**config.mk**
```make
export PLATFORM = sky130hd
export DESIGN_NAME = tds_ctrl
export DESIGN_NICKNAME = d
export VERILOG_FILES = /design/src/design/tds_pkg.sv /design/src/design/tds_ctrl.sv
export SDC_FILE = /design/constraint.sdc
export NUM_CORES = 1
export LEC_CHECK = 0
export ABC_AREA = 1
export BUFFER_PORTS_ARGS = -buffer_cell sky130_fd_sc_hd__buf_4
export CELL_PAD_IN_SITES_DETAIL_PLACEMENT = 0
export CELL_PAD_IN_SITES_GLOBAL_PLACEMENT = 1
export CORE_AREA = 10 10 47 49
export CTS_CLUSTER_DIAMETER = 150
export CTS_CLUSTER_SIZE = 20
export DETAILED_ROUTE_END_ITERATION = 7
export DIE_AREA = 0 0 57 59
export PLACE_DENSITY = 0.7
export SYNTH_ARGS = -nofsm -noshare
export SYNTH_HDL_FRONTEND = slang
export SYNTH_SLANG_ARGS = --single-unit
```
**constraint.sdc**
```tcl
create_clock -name clk_i -period 1.6 [get_ports clk_i]
set_input_delay 0.32 -clock clk_i [delete_from_list [all_inputs] [get_ports clk_i]]
set_output_delay 0.32 -clock clk_i [all_outputs]
set_load 0.02 [all_outputs]
```
**src/design/tds_pkg.sv**
```systemverilog
// ----------------------------------------------------------------------------
// tds_pkg
// Types and constants shared by the task dependency scoreboard files.
// ----------------------------------------------------------------------------
package tds_pkg;

  localparam int ID_W   = 6;
  localparam int MASK_W = 64;

  typedef enum logic [1:0] {
    ACT_ADD   = 2'd0,
    ACT_START = 2'd1,
    ACT_DONE  = 2'd2,
    ACT_STOP  = 2'd3
  } action_e;

  typedef enum logic [1:0] {
    ST_PENDING   = 2'd0,
    ST_READY     = 2'd1,
    ST_RUNNING   = 2'd2,
    ST_COMPLETED = 2'd3
  } slot_state_e;

  typedef enum logic [1:0] {
    STAT_OK  = 2'd0,
    STAT_DUP = 2'd1,
    STAT_IGN = 2'd2
  } status_e;

  // controller to datapath
  typedef struct packed {
    logic load;
    logic exec;
    logic scan;
    logic snap;
    logic emit_one;
    logic emit_iss;
  } tds_cmd_t;

  // datapath to controller
  typedef struct packed {
    action_e act;
    logic    cmpl_ok;
    logic    iss_any;
    logic    iss_last;
    logic    scan_done;
    logic    out_free;
  } tds_stat_t;

endpackage

```
**src/design/tds_ctrl.sv**
```systemverilog
// ----------------------------------------------------------------------------
// tds_ctrl
// Sequencer: accept, execute, dependency sweep, issue snapshot and result
// emission.
// ----------------------------------------------------------------------------
module tds_ctrl import tds_pkg::*; (
  input  logic      clk_i,
  input  logic      rst_ni,
  input  logic      req_valid_i,
  output logic      req_ready_o,
  input  tds_stat_t stat_i,
  output tds_cmd_t  cmd_o
);

  typedef enum logic [2:0] {
    S_IDLE,
    S_EXEC,
    S_SCAN,
    S_SNAP,
    S_ISSUE,
    S_EMIT
  } state_e;

  state_e state_q, state_d;

  always_comb begin
    state_d     = state_q;
    cmd_o       = '0;
    req_ready_o = 1'b0;
    unique case (state_q)
      S_IDLE: begin
        req_ready_o = 1'b1;
        if (req_valid_i) begin
          cmd_o.load = 1'b1;
          state_d    = S_EXEC;
        end
      end
      S_EXEC: begin
        cmd_o.exec = 1'b1;
        unique case (stat_i.act)
          ACT_ADD:   state_d = S_EMIT;
          ACT_START: state_d = S_SNAP;
          ACT_DONE:  state_d = stat_i.cmpl_ok ? S_SCAN : S_EMIT;
          ACT_STOP:  state_d = S_EMIT;
          default:   state_d = S_EMIT;
        endcase
      end
      S_SCAN: begin
        cmd_o.scan = 1'b1;
        if (stat_i.scan_done) begin
          state_d = S_SNAP;
        end
      end
      S_SNAP: begin
        cmd_o.snap = 1'b1;
        state_d    = stat_i.iss_any ? S_ISSUE : S_EMIT;
      end
      S_ISSUE: begin
        if (stat_i.out_free) begin
          cmd_o.emit_iss = 1'b1;
          if (stat_i.iss_last) begin
            state_d = S_IDLE;
          end
        end
      end
      S_EMIT: begin
        if (stat_i.out_free) begin
          cmd_o.emit_one = 1'b1;
          state_d        = S_IDLE;
        end
      end
      default: state_d = S_IDLE;
    endcase
  end

  always_ff @(posedge clk_i or negedge rst_ni) begin
    if (!rst_ni) begin
      state_q <= S_IDLE;
    end else begin
      state_q <= state_d;
    end
  end

endmodule

```
# ---- Word level (Yosys, flattened, before mapping)
# Index checks and enable logic that the tools add are counted.
dict set report op_classes {
  n_eq_ne 13
  n_reduce_logical 4
  mux 18
}
# cell n
set op_table {}
lappend op_table {{two-way mux 3 bit} 6}
lappend op_table {{case mux 3 bit (6 select lines)} 1}
lappend op_table {{two-way mux 1 bit} 10}
lappend op_table {{inequality test 2 bit, second input constant} 5}
lappend op_table {{case mux 3 bit (3 select lines)} 1}
lappend op_table {{== test 3 x 2 -> 1 bit, second input constant} 2}
lappend op_table {{== test 3 bit, second input constant} 2}
lappend op_table {{AND reduction 5 bit} 1}
lappend op_table {{== test 2 bit, second input constant} 2}
lappend op_table {{== test 3 x 1 -> 1 bit, second input constant} 1}
lappend op_table {{logical NOT 3 bit} 1}
lappend op_table {{== test 2 x 1 -> 1 bit, second input constant} 1}
lappend op_table {{logical NOT 2 bit} 1}
lappend op_table {{OR reduction 2 bit} 1}
dict set report word_totals {
  reg_bits 3
  elab_cells 36
  out_inout_bits 7
  in_bits 10
}

# ---- Longest topological paths before layout
# Gate-level depths: netlist of the first run.
dict set report depth {
  depth_word 4
  depth_mapped 8
  ltp_nobuf 8
}

# ---- Worst setup path before layout of the first run
# Ideal clock, no wire load.
dict set report synth_path {
  kind {reg2out}
  startpoint {register state_q[2]}
  endpoint {output cmd_o[0] (netlist bit)}
  arrival_ns 1.191
  slack_ns 0.089
  t_required_ns 1.280
  path_stages_with_launch 3
  n_path_buf 0
  path_cell_list {dfrtp_1 -> inv_2 -> nor4_1}
}
# item line
set synth_lines {}
lappend synth_lines {{start, declared} tds_ctrl.sv:24} ;# state_e state_q, state_d;
lappend synth_lines {{start signal, assigned} tds_ctrl.sv:80} ;# state_q <= state_d;
lappend synth_lines {{end, declared} tds_ctrl.sv:12} ;# output tds_cmd_t cmd_o

==> impl_metrics.ini, run 1 <==
[routing]
ant_nets = 0
drcViolationCount = 0
avgViaCountPerCell = 4.13
drtIter0Drc = 3
totalWireLength_um = 801
wl_per_cell_um = 9.31
first_pass_iters = 2
num_vias = 355

[power_and_ir_drop]
seq_power_share_pct = 23.5
leakage_uw = 0.000295
power_density_nw_per_um2 = 1500
intPower_uw = 371
combinationalPowerShare_pct = 58.3
clockPowerShare_pct = 18.2
p_sw_share_pct = 47.9
total_power_uw = 712
power.switching_uw = 341
vdd_drop_max_uv = 548

[setup_path]
arrival_ns = 1.18
critical-path-max-stage-delay_ns = 0.45
slowest_stage = dfrtp_1
crit_chain = nor4_1 > buf_4
start_kind = register
r2r_slack_ns = 0.58
critPathRequiredTime_ns = 1.28
crit_type = reg -> out
worstPathMaxFanout = 7
end_kind = output pin

[final_layout]
largest_reg_flops = 3
drive_gt1_share_pct = 35.7
insertedDiodeCount = 0
nets = 83
reg_top3 = state_q: 3 flops
areaGrowthSynthToFinish_pct = 62.4
largest-register = state_q

[cts]
cts.path.max_buffers = 2
post_cts_buffers = 0
clkTransAtPathRegs_ns = 0.04
cts_buffers = 3
root_buffer = clkbuf_4
clock_latency_ns = 0.23
cts_max_level = 1
cts_tree = built
numClockSinks = 3

[timing]
final.setup.tns_ns = 0
rsz0062_at_grt = no
timing.hold.ws_ns = 0.405
min_period_over_period_pct = 93.8
hold_violations = 0
min_period_ns = 1.50
tightest_slew_ns = 0.252
relSlewSlack_pct = 83.0
finalMaxSlewViolations = 0
max_freq_mhz = 667
clock_skew_ns = 0.00136
setup_violations = 0

[synthesis]
yosysSeqAreaShare_pct = 25.6
synth_area_um2 = 293
synth_xor_area_share_pct = 0
synth_fa_ha_area_share_pct = 8.55
synth_top_family_by_area = simple AND/OR/NAND/NOR gates
synthDistinctLibCells = 14
synth_compound_area_share_pct = 5.98
syn-num-nets = 61
ys.warnings.count = 0
ys_ff_latch = 3
syn_area_per_cell_um2 = 5.98
synth-simple-area-share_pct = 41.9
muxShareOfSynthArea_pct = 0
synthCells = 49

[floorplan]
initial_core_util_pct = 20.9
die_area_um2 = 3360
fp-row-count = 14
die_x_um = 57
core_area_um2 = 1400
io_pins = 17
die_h_um = 59

[placed_design]
port_buffers = 16
place_congestion = 0.671
post-dp-hpwl_um = 715

[global_routing]
grtUsageTotal_pct = 4.68
grt_max_degree = 8
grt_pass1_vias = 342
antenna_found_initial = 0
grt_pass1_wl_mm = 1.27
overflow = 0

[run]
cap_violations = 0

[min_path]
hp-class = in -> reg

[run_status]
status = completed
## stage by stage
step                area [um^2]  utilization, %  setup slack [ns]  cells
floorplan                   293               -            0.0891     49
global placement            433            30.9             0.332     81
detailed placement          433            30.9             0.310     81
CTS                         469            33.5            0.0624     86
global route                475            33.9           0.00658     86
finish                      475            33.9             0.100     86
## critical path: cells and delay by family (launching register included)
family	cells	cell delay, ns
buffers and inverters	1	0.20
and+or+nand+nor	1	0.31
DFF	1	0.45
## cell type report
class | count | area [um^2]
Clock buffer | 4 | 26.3
Fill cell | 171 | 926
Inverter | 14 | 52.6
Multi-Input combinational cell | 32 | 170
Sequential cell | 3 | 76.3
Tap cell | 16 | 20.0
Timing Repair Buffer | 17 | 130
## logic make-up (layout without fill, tap and decap cells)
| kind of cell | after synthesis | in the layout |
|---|---|---|
| adder cells (fa/ha/maj) | 2 | 2 |
| flip-flops | 3 | 3 |
| AO/OA/AOI/OAI | 3 | 3 |
| AND/OR/NAND/NOR | 27 | 27 |
| buffers and inverters | 14 | 35 |
## cell usage after synthesis
master / instances / area, um^2
inv_1: 12 / 45.0
nand2_1: 11 / 41.3
nor2_1: 6 / 22.5
nand3_1: 5 / 25.0
dfrtp_1: 3 / 75.1
ha_1: 2 / 25.0
inv_2: 2 / 7.51
o21ai_0: 2 / 10.0
nand3_2: 1 / 10.0
nand4_1: 1 / 6.26
nor2_2: 1 / 6.26
nor3_1: 1 / 5.00
nor4_1: 1 / 6.26
o31ai_1: 1 / 7.51
## path summary, 6_finish.rpt
kind                                  from          to  cells past startpoint
worst max register to register  state_q[0]  state_q[0]                      6
max in group asynchronous           rst_ni  state_q[2]                      2
worst min-delay path             stat_i[0]  state_q[0]                      4
min in group asynchronous           rst_ni  state_q[0]                      2
worst min register to register  state_q[2]  state_q[1]                      1
worst max-delay path            state_q[0]    cmd_o[0]                      2
## layout by cell type, fill, tap and decap left out, drive strengths merged
cell,netlist,layout
buf,0,16
inv,14,14
nand2,11,11
nor2,7,7
nand3,6,6
clkbuf,0,4
dfrtp,3,3
o21ai,2,2
ha,2,2
nor4,1,1
nor3,1,1
nand4,1,1
o31ai,1,1
dlygate4sd3,0,1
## what timing repair did
action | 4_1_cts | 5_1_grt
endpoints found under the hold margin | 3 | 0
hold buffers | 1 | 0
resized for setup | 0 | 2
endpoints found under the setup margin | 0 | 2
## layer usage
| layer | global-route usage [%] | wire, um | vias to the layer above |
|---|---|---|---|
| met2 | 7.44 | 418 | 11 |
| li1 | - | - | 191 |
| met4 | 3.02 | 0 | 0 |
| met5 | 0 | 0 | - |
| met1 | 4.42 | 318 | 153 |
| met3 | 3.00 | 64 | 0 |
## power by group through the flow
stage	combinational [uW]	clock (uW)	sequential (uW)
6_report	415	130	168
5_1_grt	467	144	176
4_1_cts	419	135	165
3_5_place_dp	416	0	166
3_3_place_gp	419	0	168
2_1_floorplan	268	0	153
Power figures use the tool's default switching activity.
==> run 2, diff against run 1 <==
--- a/config.mk
+++ b/config.mk
@@ -6,7 +6,7 @@
 export NUM_CORES = 1
 export LEC_CHECK = 0
 export ABC_AREA = 1
-export BUFFER_PORTS_ARGS = -buffer_cell sky130_fd_sc_hd__buf_4
+export BUFFER_PORTS_ARGS = -buffer_cell sky130_fd_sc_hd__buf_2
 export CELL_PAD_IN_SITES_DETAIL_PLACEMENT = 0
 export CELL_PAD_IN_SITES_GLOBAL_PLACEMENT = 1
 export CORE_AREA = 10 10 47 49
==> run 2 against run 1 <==
Flip-flop and latch count unchanged. Non-clock buffer count unchanged. Critical endpoint is now cmd_o[4]. First-iteration DRC count up 100%. Critical path depth up 2. Core utilization down 2.5 points. Critical path type unchanged.
==> impl_metrics.ini, run 2 (synthesized netlist as in run 1, its figures left out) <==
[run_status]
status = completed

[final_layout]
insertedDiodeCount = 0
nets = 83
mostFrequentLayoutCell = buf_2
largest-register = state_q
reg_top3 = state_q: 3 flops
final_area_um2 = 440
final_cell_mix = buf_2 (15), inv_1 (12), nand2_1 (11)
drive_gt1_share_pct = 37.1
largest_reg_flops = 3
post-route-util_pct = 31.4
areaGrowthSynthToFinish_pct = 50.4

[cts]
cts_max_level = 1
clkTransAtPathRegs_ns = 0.04
clock_latency_ns = 0.23
cts_buffers = 3
cts_tree = built
numClockSinks = 3
root_buffer = clkbuf_4
cts.path.max_buffers = 2

[setup_path]
r2r-end = state_q[0]
crit_type = reg -> out
critPathRequiredTime_ns = 1.28
reg2reg_from = state_q[1]
critical-path-max-stage-delay_ns = 0.40
r2r_slack_ns = 0.59
slowest_stage = dfrtp_1
crit_chain = inv_2 > nand2_1 > nor2_1 > buf_2
arrival_ns = 1.19
rr_worst_depth = 7
end_kind = output pin
start_kind = register
worstPathMaxFanout = 6

[routing]
first_pass_iters = 4
totalWireLength_um = 809
avgViaCountPerCell = 4.09
wl_per_cell_um = 9.41
drtIter0Drc = 6
ant_nets = 0
num_vias = 352
drcViolationCount = 0

[global_routing]
grtUsageTotal_pct = 4.98
grt_pass1_vias = 356
grt_max_degree = 8
grt_pass1_wl_mm = 1.34
overflow = 0
antenna_found_initial = 0

[run]
cap_violations = 0

[timing]
setup_violations = 0
tightest_slew_ns = 0.238
timing.final.ws_setup_ns = 0.0909
finalMaxSlewViolations = 0
min_period_ns = 1.51
clock_skew_ns = 0.00135
max_freq_mhz = 663
min_period_over_period_pct = 94.3
rsz0062_at_grt = yes
relSlewSlack_pct = 84.1
hold_violations = 0
final.setup.tns_ns = 0

[floorplan]
die_area_um2 = 3360
die_x_um = 57
initial_core_util_pct = 20.9
fp-row-count = 14
io_pins = 17
core_area_um2 = 1400
die_h_um = 59

[power_and_ir_drop]
power_density_nw_per_um2 = 1550
clockPowerShare_pct = 19.5
leakage_uw = 0.000286
seq_power_share_pct = 25.1
combinationalPowerShare_pct = 55.3
intPower_uw = 338
p_sw_share_pct = 50.5
vdd_drop_max_uv = 551
power.switching_uw = 345

[min_path]
hold_end = state_q[2]
hold_depth = 4
hold_start = stat_i[2]
hp-class = in -> reg

[placed_design]
port_buffers = 16
placed_area_um2 = 393
pre_cts_ws_ns = 0.324
place_congestion = 0.673
post-dp-hpwl_um = 708
run 2: cell counts in the layout (fill, tap and decap cells not counted):
Identical to the previous run, type by type.
run 2: layer usage:
layer	global-route usage [%]	wire (um)	vias up
met1	4.54	302	146
met5	0	0	-
met3	3.22	83	2
met4	4.03	8	0
li1	-	-	192
met2	7.75	415	12
run 2: area by class of cell:
type	instances	area [um^2]
clock buffer	4	26.3
fill	176	961
inverter	14	52.6
multi-input combinational	32	173
sequential	3	76.3
tap	16	20.0
timing repair buffer	17	92.6
run 2: power groups by stage:
stage	Combinational, uW	Sequential, uW	Clock [uW]
after global placement	377	168	0
after CTS	377	166	139
final	378	172	133
after global routing	431	182	146
after detailed placement	374	166	0
after floorplan	268	153	0
run 2: how the worst max path moves through the flow:
stage               cells after the start       start        to
finish                                  4  state_q[1]  cmd_o[4]
global route                            4  state_q[1]  cmd_o[4]
CTS                                     3  state_q[2]  cmd_o[0]
detailed placement                      3  state_q[2]  cmd_o[0]
global placement                        4  state_q[0]  cmd_o[5]
floorplan                               2  state_q[2]  cmd_o[0]
run 2: worst max-delay path, delay by kind of cell, from the launching register on:
family                 cells  cell delay, ns
and+or+nand+nor            2            0.24
buffers and inverters      2            0.31
DFF                        1            0.40
run 2: what timing repair did:
| action | 4_1_cts | 5_1_grt |
|---|---|---|
| endpoints found under the setup margin | 0 | 4 |
| buffers inserted | 0 | 0 |
| hold buffers | 1 | 0 |
| endpoints found under the hold margin | 3 | 0 |
| resized for setup | 0 | 4 |
run 2: through the flow:
step                      total power [uW]  std cells  hold slack (ns)
after floorplan                        422         49           0.0244
after global placement                 545         81            0.118
after detailed placement               541         81            0.119
after CTS                              682         86            0.398
after global routing                   759         86            0.413
final                                  683         86            0.396
